### src/sv/rrad_pkg.sv
// Shared types and constants for the round-robin ack distributor.
// Used by rrad_div, rrad_bank and round_robin_ack_distributor_unit.
`default_nettype none

package rrad_pkg;

  localparam int MAX_CONN = 16;
  localparam int PTR_W    = 4;
  localparam int N_W      = 5;
  localparam int CNT_W    = 32;
  localparam int ACK_W    = 16;
  localparam int CONN_W   = 8;

  localparam logic OP_ARRIVAL = 1'b0;
  localparam logic OP_ACK     = 1'b1;

  typedef enum logic [3:0] {
    ST_IDLE,
    ST_ARR,
    ST_ARR_DIV,
    ST_ARR_UPD,
    ST_ACK,
    ST_ACK_PRE,
    ST_ACK_FIRST,
    ST_SCAN,
    ST_FB,
    ST_FB_DIV,
    ST_DONE
  } fsm_state_t;

  typedef struct packed {
    logic             start;
    logic [ACK_W-1:0] dividend;
    logic [N_W-1:0]   divisor;
  } div_req_t;

  typedef struct packed {
    logic             done;
    logic [ACK_W-1:0] quot;
    logic [N_W-1:0]   rem;
  } div_rsp_t;

  typedef struct packed {
    logic             en;
    logic [PTR_W-1:0] addr;
    logic [CNT_W-1:0] data;
  } bank_wr_t;

endpackage

`default_nettype wire

### src/sv/rrad_div.sv
// Restoring divider, one quotient bit per cycle, 16-bit dividend by 5-bit divisor.
// Depends on rrad_pkg.
`default_nettype none

module rrad_div (
  input  wire               clk,
  input  wire               rst_n,
  input  wire rrad_pkg::div_req_t req,
  output rrad_pkg::div_rsp_t rsp
);
  import rrad_pkg::*;

  logic             busy_r, busy_nxt;
  logic             done_r, done_nxt;
  logic [3:0]       cnt_r, cnt_nxt;
  logic [ACK_W-1:0] quot_r, quot_nxt;
  logic [N_W-1:0]   rem_r, rem_nxt;
  logic [N_W-1:0]   dvs_r, dvs_nxt;
  logic [N_W:0]     trial;
  logic             ge;

  assign trial = {rem_r, quot_r[ACK_W-1]};
  assign ge    = (trial >= {1'b0, dvs_r});

  always_comb begin
    busy_nxt = busy_r;
    done_nxt = 1'b0;
    cnt_nxt  = cnt_r;
    quot_nxt = quot_r;
    rem_nxt  = rem_r;
    dvs_nxt  = dvs_r;
    if (req.start) begin
      busy_nxt = 1'b1;
      cnt_nxt  = 4'(ACK_W - 1);
      quot_nxt = req.dividend;
      rem_nxt  = '0;
      dvs_nxt  = req.divisor;
    end else if (busy_r) begin
      quot_nxt = {quot_r[ACK_W-2:0], ge};
      rem_nxt  = ge ? N_W'(trial - {1'b0, dvs_r}) : trial[N_W-1:0];
      cnt_nxt  = cnt_r - 4'd1;
      if (cnt_r == 4'd0) begin
        busy_nxt = 1'b0;
        done_nxt = 1'b1;
      end
    end
  end

  always_ff @(posedge clk) begin
    if (!rst_n) begin
      busy_r <= 1'b0;
      done_r <= 1'b0;
    end else begin
      busy_r <= busy_nxt;
      done_r <= done_nxt;
    end
    cnt_r  <= cnt_nxt;
    quot_r <= quot_nxt;
    rem_r  <= rem_nxt;
    dvs_r  <= dvs_nxt;
  end

  assign rsp.done = done_r;
  assign rsp.quot = quot_r;
  assign rsp.rem  = rem_r;

endmodule

`default_nettype wire

### src/sv/rrad_bank.sv
// Bank of per-connection pending-work counters, one read and one write address.
// Depends on rrad_pkg.
`default_nettype none

module rrad_bank (
  input  wire                           clk,
  input  wire                           rst_n,
  input  wire [rrad_pkg::PTR_W-1:0]     rd_addr,
  output logic [rrad_pkg::CNT_W-1:0]    rd_data,
  input  wire rrad_pkg::bank_wr_t       wr
);
  import rrad_pkg::*;

  logic [CNT_W-1:0] cnt_r [MAX_CONN];

  assign rd_data = cnt_r[rd_addr];

  always_ff @(posedge clk) begin
    if (!rst_n) begin
      for (int i = 0; i < MAX_CONN; i++) begin
        cnt_r[i] <= '0;
      end
    end else if (wr.en) begin
      cnt_r[wr.addr] <= wr.data;
    end
  end

endmodule

`default_nettype wire

### src/sv/round_robin_ack_distributor_unit.sv
// Top level of the round-robin ack distributor: sequencer, pointer and output register.
// Depends on rrad_pkg, rrad_div and rrad_bank.
//
//  channel | dir | fields
//  in_     | in  | tuser: operation; tdata: conn_index[7:0], max_ack[23:8]
//  out_    | out | tuser: found; tdata: grant_conn[3:0], grant_count[19:4]
//  cfg_    | in  | wr_data: conn_count
//
// Arrival: conn_index mod n comes from the divider and that counter is incremented;
// nothing is done if n is 0.
// Ack: a grant at the pointer if its counter covers max_ack, else a scan reading one
// counter per cycle, else a fallback of max_ack / n from the divider (0 if n is 0);
// a pointer at or past n is first fixed by a divide. All divides share one 16-step divider.
// Reset clears counters, pointer and conn_count; a stalled result holds in out_.
`default_nettype none

module round_robin_ack_distributor_unit (
  input  wire         clk,
  input  wire         rst_n,
  input  wire         in_tvalid,
  output logic        in_tready,
  input  wire  [23:0] in_tdata,   // conn_index, max_ack
  input  wire         in_tuser,   // operation
  output logic        out_tvalid,
  input  wire         out_tready,
  output logic [23:0] out_tdata,  // grant_conn, grant_count, zero pad
  output logic        out_tuser,  // found
  input  wire         cfg_wr_en,
  input  wire  [4:0]  cfg_wr_data // conn_count
);
  import rrad_pkg::*;

  fsm_state_t state_r, state_nxt;

  logic [N_W-1:0]    cc_r;
  logic [N_W-1:0]    n_r, n_nxt;
  logic              op_r, op_nxt;
  logic [CONN_W-1:0] conn_r, conn_nxt;
  logic [ACK_W-1:0]  max_r, max_nxt;
  logic [PTR_W-1:0]  ptr_r, ptr_nxt;
  logic [PTR_W-1:0]  ptr_fix_r, ptr_fix_nxt;
  logic [PTR_W-1:0]  slot_r, slot_nxt;
  logic [N_W-1:0]    k_r, k_nxt;
  logic [PTR_W-1:0]  res_conn_r, res_conn_nxt;
  logic [ACK_W-1:0]  res_count_r, res_count_nxt;
  logic              res_found_r, res_found_nxt;
  logic              out_valid_r, out_valid_nxt;
  logic [PTR_W-1:0]  out_conn_r, out_conn_nxt;
  logic [ACK_W-1:0]  out_count_r, out_count_nxt;
  logic              out_found_r, out_found_nxt;

  logic              in_fire;
  logic              out_load;
  logic [N_W-1:0]    n_cfg;
  logic [N_W-1:0]    ptr_inc;
  logic [PTR_W-1:0]  ptr_adv;
  logic [PTR_W-1:0]  rd_addr;
  logic [CNT_W-1:0]  rd_data;
  logic [ACK_W-1:0]  scan_grant;
  logic [N_W-1:0]    k_inc;
  div_req_t          div_req;
  div_rsp_t          div_rsp;
  bank_wr_t          bank_wr;

  rrad_div u_div (
    .clk   (clk),
    .rst_n (rst_n),
    .req   (div_req),
    .rsp   (div_rsp)
  );

  rrad_bank u_bank (
    .clk     (clk),
    .rst_n   (rst_n),
    .rd_addr (rd_addr),
    .rd_data (rd_data),
    .wr      (bank_wr)
  );

  assign in_tready = (state_r == ST_IDLE);
  assign in_fire   = in_tvalid && in_tready;
  assign out_load  = (state_r == ST_DONE) && (!out_valid_r || out_tready);
  assign n_cfg     = (cc_r > N_W'(MAX_CONN)) ? N_W'(MAX_CONN) : cc_r;
  assign ptr_inc   = {1'b0, ptr_r} + N_W'(1);
  assign k_inc     = k_r + N_W'(1);
  assign scan_grant = (rd_data > {{(CNT_W-ACK_W){1'b0}}, max_r}) ? max_r : rd_data[ACK_W-1:0];

  // advance pointer modulo n (hold when n is 0); a pointer at or past n takes the value the divider fixed
  always_comb begin
    if (n_r == '0) begin
      ptr_adv = ptr_r;
    end else if ({1'b0, ptr_r} >= n_r) begin
      ptr_adv = ptr_fix_r;
    end else if (ptr_inc == n_r) begin
      ptr_adv = '0;
    end else begin
      ptr_adv = ptr_inc[PTR_W-1:0];
    end
  end

  // next state
  always_comb begin
    state_nxt = state_r;
    case (state_r)
      ST_IDLE: begin
        if (in_fire) begin
          state_nxt = (in_tuser == OP_ACK) ? ST_ACK : ST_ARR;
        end
      end
      ST_ARR: begin
        state_nxt = (n_r == '0) ? ST_IDLE : ST_ARR_DIV;
      end
      ST_ARR_DIV: begin
        if (div_rsp.done) begin
          state_nxt = ST_ARR_UPD;
        end
      end
      ST_ARR_UPD: begin
        state_nxt = ST_IDLE;
      end
      ST_ACK: begin
        state_nxt = (n_r != '0 && {1'b0, ptr_r} >= n_r) ? ST_ACK_PRE : ST_ACK_FIRST;
      end
      ST_ACK_PRE: begin
        if (div_rsp.done) begin
          state_nxt = ST_ACK_FIRST;
        end
      end
      ST_ACK_FIRST: begin
        if (rd_data >= {{(CNT_W-ACK_W){1'b0}}, max_r}) begin
          state_nxt = ST_DONE;
        end else begin
          state_nxt = (n_r == '0) ? ST_FB : ST_SCAN;
        end
      end
      ST_SCAN: begin
        if (scan_grant != '0) begin
          state_nxt = ST_DONE;
        end else if (k_inc == n_r) begin
          state_nxt = ST_FB;
        end
      end
      ST_FB: begin
        state_nxt = (n_r == '0) ? ST_DONE : ST_FB_DIV;
      end
      ST_FB_DIV: begin
        if (div_rsp.done) begin
          state_nxt = ST_DONE;
        end
      end
      ST_DONE: begin
        if (out_load) begin
          state_nxt = ST_IDLE;
        end
      end
      default: begin
        state_nxt = ST_IDLE;
      end
    endcase
  end

  // datapath and outputs
  always_comb begin
    n_nxt            = n_r;
    op_nxt           = op_r;
    conn_nxt         = conn_r;
    max_nxt          = max_r;
    ptr_nxt          = ptr_r;
    ptr_fix_nxt      = ptr_fix_r;
    slot_nxt         = slot_r;
    k_nxt            = k_r;
    res_conn_nxt     = res_conn_r;
    res_count_nxt    = res_count_r;
    res_found_nxt    = res_found_r;
    rd_addr          = ptr_r;
    bank_wr.en       = 1'b0;
    bank_wr.addr     = ptr_r;
    bank_wr.data     = rd_data - {{(CNT_W-ACK_W){1'b0}}, scan_grant};
    div_req.start    = 1'b0;
    div_req.dividend = {{(ACK_W-CONN_W){1'b0}}, conn_r};
    div_req.divisor  = n_r;
    case (state_r)
      ST_IDLE: begin
        if (in_fire) begin
          op_nxt   = in_tuser;
          conn_nxt = in_tdata[7:0];
          max_nxt  = in_tdata[23:8];
          n_nxt    = n_cfg;
        end
      end
      ST_ARR: begin
        div_req.start = (n_r != '0);
      end
      ST_ARR_DIV: begin
        if (div_rsp.done) begin
          slot_nxt = div_rsp.rem[PTR_W-1:0];
        end
      end
      ST_ARR_UPD: begin
        rd_addr      = slot_r;
        bank_wr.en   = (op_r == OP_ARRIVAL);
        bank_wr.addr = slot_r;
        bank_wr.data = rd_data + CNT_W'(1);
      end
      ST_ACK: begin
        div_req.start    = (n_r != '0 && {1'b0, ptr_r} >= n_r);
        div_req.dividend = {{(ACK_W-N_W){1'b0}}, ptr_inc};
      end
      ST_ACK_PRE: begin
        if (div_rsp.done) begin
          ptr_fix_nxt = div_rsp.rem[PTR_W-1:0];
        end
      end
      ST_ACK_FIRST: begin
        k_nxt = '0;
        if (rd_data >= {{(CNT_W-ACK_W){1'b0}}, max_r}) begin
          bank_wr.en    = 1'b1;
          bank_wr.data  = rd_data - {{(CNT_W-ACK_W){1'b0}}, max_r};
          res_conn_nxt  = ptr_r;
          res_count_nxt = max_r;
          res_found_nxt = 1'b1;
          ptr_nxt       = ptr_adv;
        end
      end
      ST_SCAN: begin
        ptr_nxt = ptr_adv;
        k_nxt   = k_inc;
        if (scan_grant != '0) begin
          bank_wr.en    = 1'b1;
          res_conn_nxt  = ptr_r;
          res_count_nxt = scan_grant;
          res_found_nxt = 1'b1;
        end
      end
      ST_FB: begin
        if (n_r == '0) begin
          res_conn_nxt  = ptr_r;
          res_count_nxt = '0;
          res_found_nxt = 1'b0;
        end else begin
          div_req.start    = 1'b1;
          div_req.dividend = max_r;
        end
      end
      ST_FB_DIV: begin
        if (div_rsp.done) begin
          res_conn_nxt  = ptr_r;
          res_count_nxt = div_rsp.quot;
          res_found_nxt = 1'b0;
          ptr_nxt       = ptr_adv;
        end
      end
      default: begin
      end
    endcase
  end

  // output register
  always_comb begin
    out_valid_nxt = out_valid_r;
    out_conn_nxt  = out_conn_r;
    out_count_nxt = out_count_r;
    out_found_nxt = out_found_r;
    if (out_tready) begin
      out_valid_nxt = 1'b0;
    end
    if (out_load) begin
      out_valid_nxt = 1'b1;
      out_conn_nxt  = res_conn_r;
      out_count_nxt = res_count_r;
      out_found_nxt = res_found_r;
    end
  end

  always_ff @(posedge clk) begin
    if (!rst_n) begin
      state_r     <= ST_IDLE;
      cc_r        <= '0;
      ptr_r       <= '0;
      out_valid_r <= 1'b0;
    end else begin
      state_r     <= state_nxt;
      ptr_r       <= ptr_nxt;
      out_valid_r <= out_valid_nxt;
      if (cfg_wr_en) begin
        cc_r <= cfg_wr_data;
      end
    end
    n_r         <= n_nxt;
    op_r        <= op_nxt;
    conn_r      <= conn_nxt;
    max_r       <= max_nxt;
    ptr_fix_r   <= ptr_fix_nxt;
    slot_r      <= slot_nxt;
    k_r         <= k_nxt;
    res_conn_r  <= res_conn_nxt;
    res_count_r <= res_count_nxt;
    res_found_r <= res_found_nxt;
    out_conn_r  <= out_conn_nxt;
    out_count_r <= out_count_nxt;
    out_found_r <= out_found_nxt;
  end

  assign out_tvalid = out_valid_r;
  assign out_tdata  = {4'h0, out_count_r, out_conn_r};
  assign out_tuser  = out_found_r;

endmodule

`default_nettype wire

### config.mk
export PLATFORM = sky130hd
export DESIGN_NAME = round_robin_ack_distributor_unit
export DESIGN_NICKNAME = d
export VERILOG_FILES = /design/src/sv/rrad_pkg.sv /design/src/sv/rrad_div.sv /design/src/sv/rrad_bank.sv /design/src/sv/round_robin_ack_distributor_unit.sv
export SDC_FILE = /design/constraint.sdc
export NUM_CORES = 1
export LEC_CHECK = 0
export ABC_AREA = 0
export ABC_CLOCK_PERIOD_IN_PS = 8500
export CORE_MARGIN = 4
export CORE_UTILIZATION = 58
export DETAILED_ROUTE_END_ITERATION = 16
export DONT_BUFFER_PORTS = 1
export PLACE_DENSITY = 0.8
export SYNTH_ARGS = -nofsm -noshare
export SYNTH_HDL_FRONTEND = slang
export SYNTH_SLANG_ARGS = --single-unit
### constraint.sdc
create_clock -name clk -period 8.5 [get_ports clk]
set_input_delay 2.125 -clock clk [delete_from_list [all_inputs] [get_ports clk]]
set_output_delay 2.125 -clock clk [all_outputs]
set_load 0.02 [all_outputs]
==> results list <==
- Vias in the first global route: approximately 28000
- Residual overflow from global routing: 0
- Total iterations of the first detailed-routing run: 9
* Die outline height: ~260 µm
- Required time worst endpoint: 8.86 ns
- The synthesized design contains 643 register bits.
* Count of port buffers added during placement: 0
* Number of instances in the synthesized netlist: 3273
- Highest net fanout along the worst path: 24
- Core area: 0.0605 mm²
* Die width: 255 µm
- The largest single stage delay on the critical path is 0.54 ns.
- Sequential area share after synthesis: 53.7%
- Time the final worst path needs with I/O delays and setup: 8.13 ns
* Post-Place Worst Slack: around 0.26 ns
- Number of nets in the final layout: 3365
* Gp weighted congestion: 1.03
- Async S/R FF share, synth: 0%
- Final hold violation count: 0
- For this configuration, the core starts out at a cell density of 58.7%.
- In the final routed layout, each cell accounts on average for around 32 µm.
* Maximum number of pins on one net before global-route repair: 68
* Library cells used by synthesis: 105
- Headroom to the max-slew limit: approximately 5.0%
* Total Power: approximately 0.012 W
- Maximum Capacitance Violations: 0
- Total placed cells including tap cells: 4004
- After synthesis, the mean cell area works out to 10.8 µm².
- Number of placement rows: 90
- Critical path startpoint category: flip-flop
* Number of flops mapped to enable cells by yosys: between 600 and 700
- The longest clock path from root to sink contains 3 buffers.
- The H-tree generated during clock tree synthesis spans 3 levels.
- For this design the ratio of total power to cell area is 318 mW/mm².
- In this run the clock root is driven by a clkbuf_16.
* DR vias: between 20000 and 30000
* Library cell contributing the largest single delay on the critical path: and4bb_4
- Pin placement for this block handled 62 I/O pins.
- Final WS setup: 0.366 ns
- Top FF cell, synth: edfxtp_1
- Clock tree synthesis inserted a total of 69 buffers.
- The floorplan step defined a die boundary enclosing 0.0652 mm².
- Largest area contributor in the synthesized netlist: edfxtp_1
- # setup viols final: 0
- Fill cells in the final layout number 4599.
- Final routed wirelength across all metal layers: 130000 µm
- After detailed routing, the number of remaining DRC violations is 0.
- For this run, the share of the core covered by cells in the final layout is 64.9%.
- The first global-routing pass estimated 188000 µm of wire.
- The worst hold path belongs to the class flip-flop to flip-flop.
- Warning count from the yosys run: 0
- The final critical path takes up 95.7% of the cycle.
- Number of DRC violations after detailed-routing iteration 0: 4591
- Static leakage: 14.0 nW
- Detailed placer's ending HPWL: approximately 84000 µm
* Number of nets with antenna violations after detailed routing: 0
- For this run, the top clock speed supported by timing is approximately 120 MHz.
- Worst Setup Path Type: flip-flop to flip-flop
- TritonCTS built the clock tree.
- Synthesized cell area: 0.0355 mm²
- Crit path top cell by count: a21oi_1
- Data arrival time of the critical path: 8.50 ns
- Area added between synthesis and finish: 10.7%
- At the later pin of the worst-skew pair, clock insertion delay measures 0.64 ns.
* Worst ir drop on vdd: 179 µV
* Combined area of the multi-input logic cells: 0.0152 mm²
- Across the routed clock network, the largest skew measured is 0.0397 ns.
* Slew at the pin closest to its max-slew limit: 1.42 ns
- GRT Total Usage: between 30% and 40%
* Initial antenna violation count: 1
- Storage cell area: 0.0191 mm²
- Num Clock Sinks: 643
- Leading post-synthesis cells by cell area: edfxtp_1 (52%), mux2i_1 (9.1%), nor2_1 (5.8%)
* Run status: completed
- Kind of end point of the critical path: flip-flop
- Setup repair after global routing could not meet its margin everywhere.
* Area share of the leading cell type in the synthesized netlist: a little over half
* Average vias per placed instance: 7.05
- Non-Filler Instances: roughly 4100
- Slew Viols, Final: 0
* Clk pin slew, worst setup/hold paths: 0.06 ns
* Share of cells above drive strength 1: 11.9%
-- layer usage --
metal | GRT usage (%) | vias to the layer above | wire length [µm]
li1 | - | 12102 | -
met1 | 49.5 | 13988 | 45600
met2 | 61.1 | 2457 | 58700
met3 | 9.42 | 573 | 16900
met4 | 21.4 | 0 | 9230
met5 | 0 | - | 0
-- registers in the layout, summed over array words and instances (netlist names), 5 cells and up --
name	count
u_bank.cnt_r	512
max_r	16
out_count_r	16
res_count_r	16
u_div.quot_r	16
conn_r	8
cc_r	5
k_r	5
n_r	5
u_div.dvs_r	5
u_div.rem_r	5
-- area by class of cell --
class	instances	area share [%]
diodes	1	0.00637
clock buffers	82	4.55
clock inverters	39	0.956
inverters	67	0.640
multi-input cells	2325	38.6
flip-flops and latches	643	48.5
well taps	782	2.49
repair buffers	189	4.17
-- worst paths after layout --
check,startpoint,end,slack [ns],cells past startpoint
min reg2reg,res_count_r[3],out_count_r[3],0.41,0
max,state_r[3],u_bank.cnt_r[14][31],0.37,30
min,res_count_r[3],out_count_r[3],0.41,0
max reg2reg,state_r[3],u_bank.cnt_r[14][31],0.37,30
-- repair_timing --
item                                    4_1_cts  5_1_grt
gates resized for setup                       0       11
hold buffers                                  0        0
endpoints found under the setup margin        0      224
setup buffers                                 0        2
-- synthesized netlist by cell type (13+ instances only) --
library cell and count:
a31oi_1 27, mux4_2 16, nor2b_1 159, ha_1 32
nand3_1 84, a21oi_1 128, xor2_1 25, buf_6 13
nand2b_1 18, buf_4 19, xnor2_1 55, or3_1 15
a22oi_1 32, nand2_1 287, nor4_1 29, and2_1 16
mux2i_1 324, clkbuf_1 133, inv_1 65, a211oi_1 21
a21o_1 16, o22ai_1 39, dfxtp_1 25, edfxtp_1 618
a32oi_1 23, maj3_1 14, o21ai_0 58, nor3_1 49
nand4_1 38, buf_2 63, nor2_1 544, and3_1 23
-- metrics by stage --
step	TNS [ns]	hold slack, ns	area, µm²
floorplan	0	0.400	35500
global placement	0	0.402	37000
detailed placement	0	0.405	37000
CTS	0	0.413	39200
global route	-0.105	0.419	39300
finish	0	0.413	39300
-- layout by cell type (no fill, tap or decap), drive strengths merged, types with 28 or more instances in the layout --
| cell | instances |
|---|---|
| clkbuf | 82 |
| nand2 | 287 |
| a31oi | 28 |
| ha | 32 |
| nor3 | 50 |
| nor2b | 159 |
| a22oi | 33 |
| nand3 | 85 |
| buf | 189 |
| o21ai | 61 |
| nor2 | 550 |
| a21oi | 130 |
| o22ai | 39 |
| nand4 | 38 |
| edfxtp | 618 |
| mux2i | 329 |
| inv | 75 |
| nor4 | 32 |
| xnor2 | 56 |
-- critical path: cells and delay by family (launching register included) --
| kind | cells | cell delay [ns] |
|---|---|---|
| AO/OA/AOI/OAI | 12 | 2.70 |
| adder cells (fa/ha/maj) | 4 | 1.40 |
| buffers and inverters | 6 | 1.13 |
| flip-flops | 1 | 0.31 |
| multiplexers | 3 | 1.26 |
| AND/OR/NAND/NOR | 5 | 1.05 |
-- where the power goes --
group / internal (W) / total [W] / switching (W)
clock: 0.00162 / 0.00295 / 0.00133
combinational: 0.00188 / 0.00549 / 0.00361
sequential: 0.00382 / 0.00404 / 0.000217
total: 0.00732 / 0.0125 / 0.00515
-- logic make-up (layout without fill, tap and decap cells) --
group | count (synthesis) | in the layout | share of synthesized area, %
compound gates | 532 | 532 | 10.8
fa+ha+maj | 49 | 49 | 1.69
xor+xnor | 81 | 81 | 2.02
simple gates | 1304 | 1304 | 16.9
mux | 355 | 355 | 10.8
other cells | 1 | 5 | 0.0106
buf+inv | 308 | 377 | 4.05
flops | 643 | 643 | 53.7
Note: power is estimated with default switching activity, not from simulation.
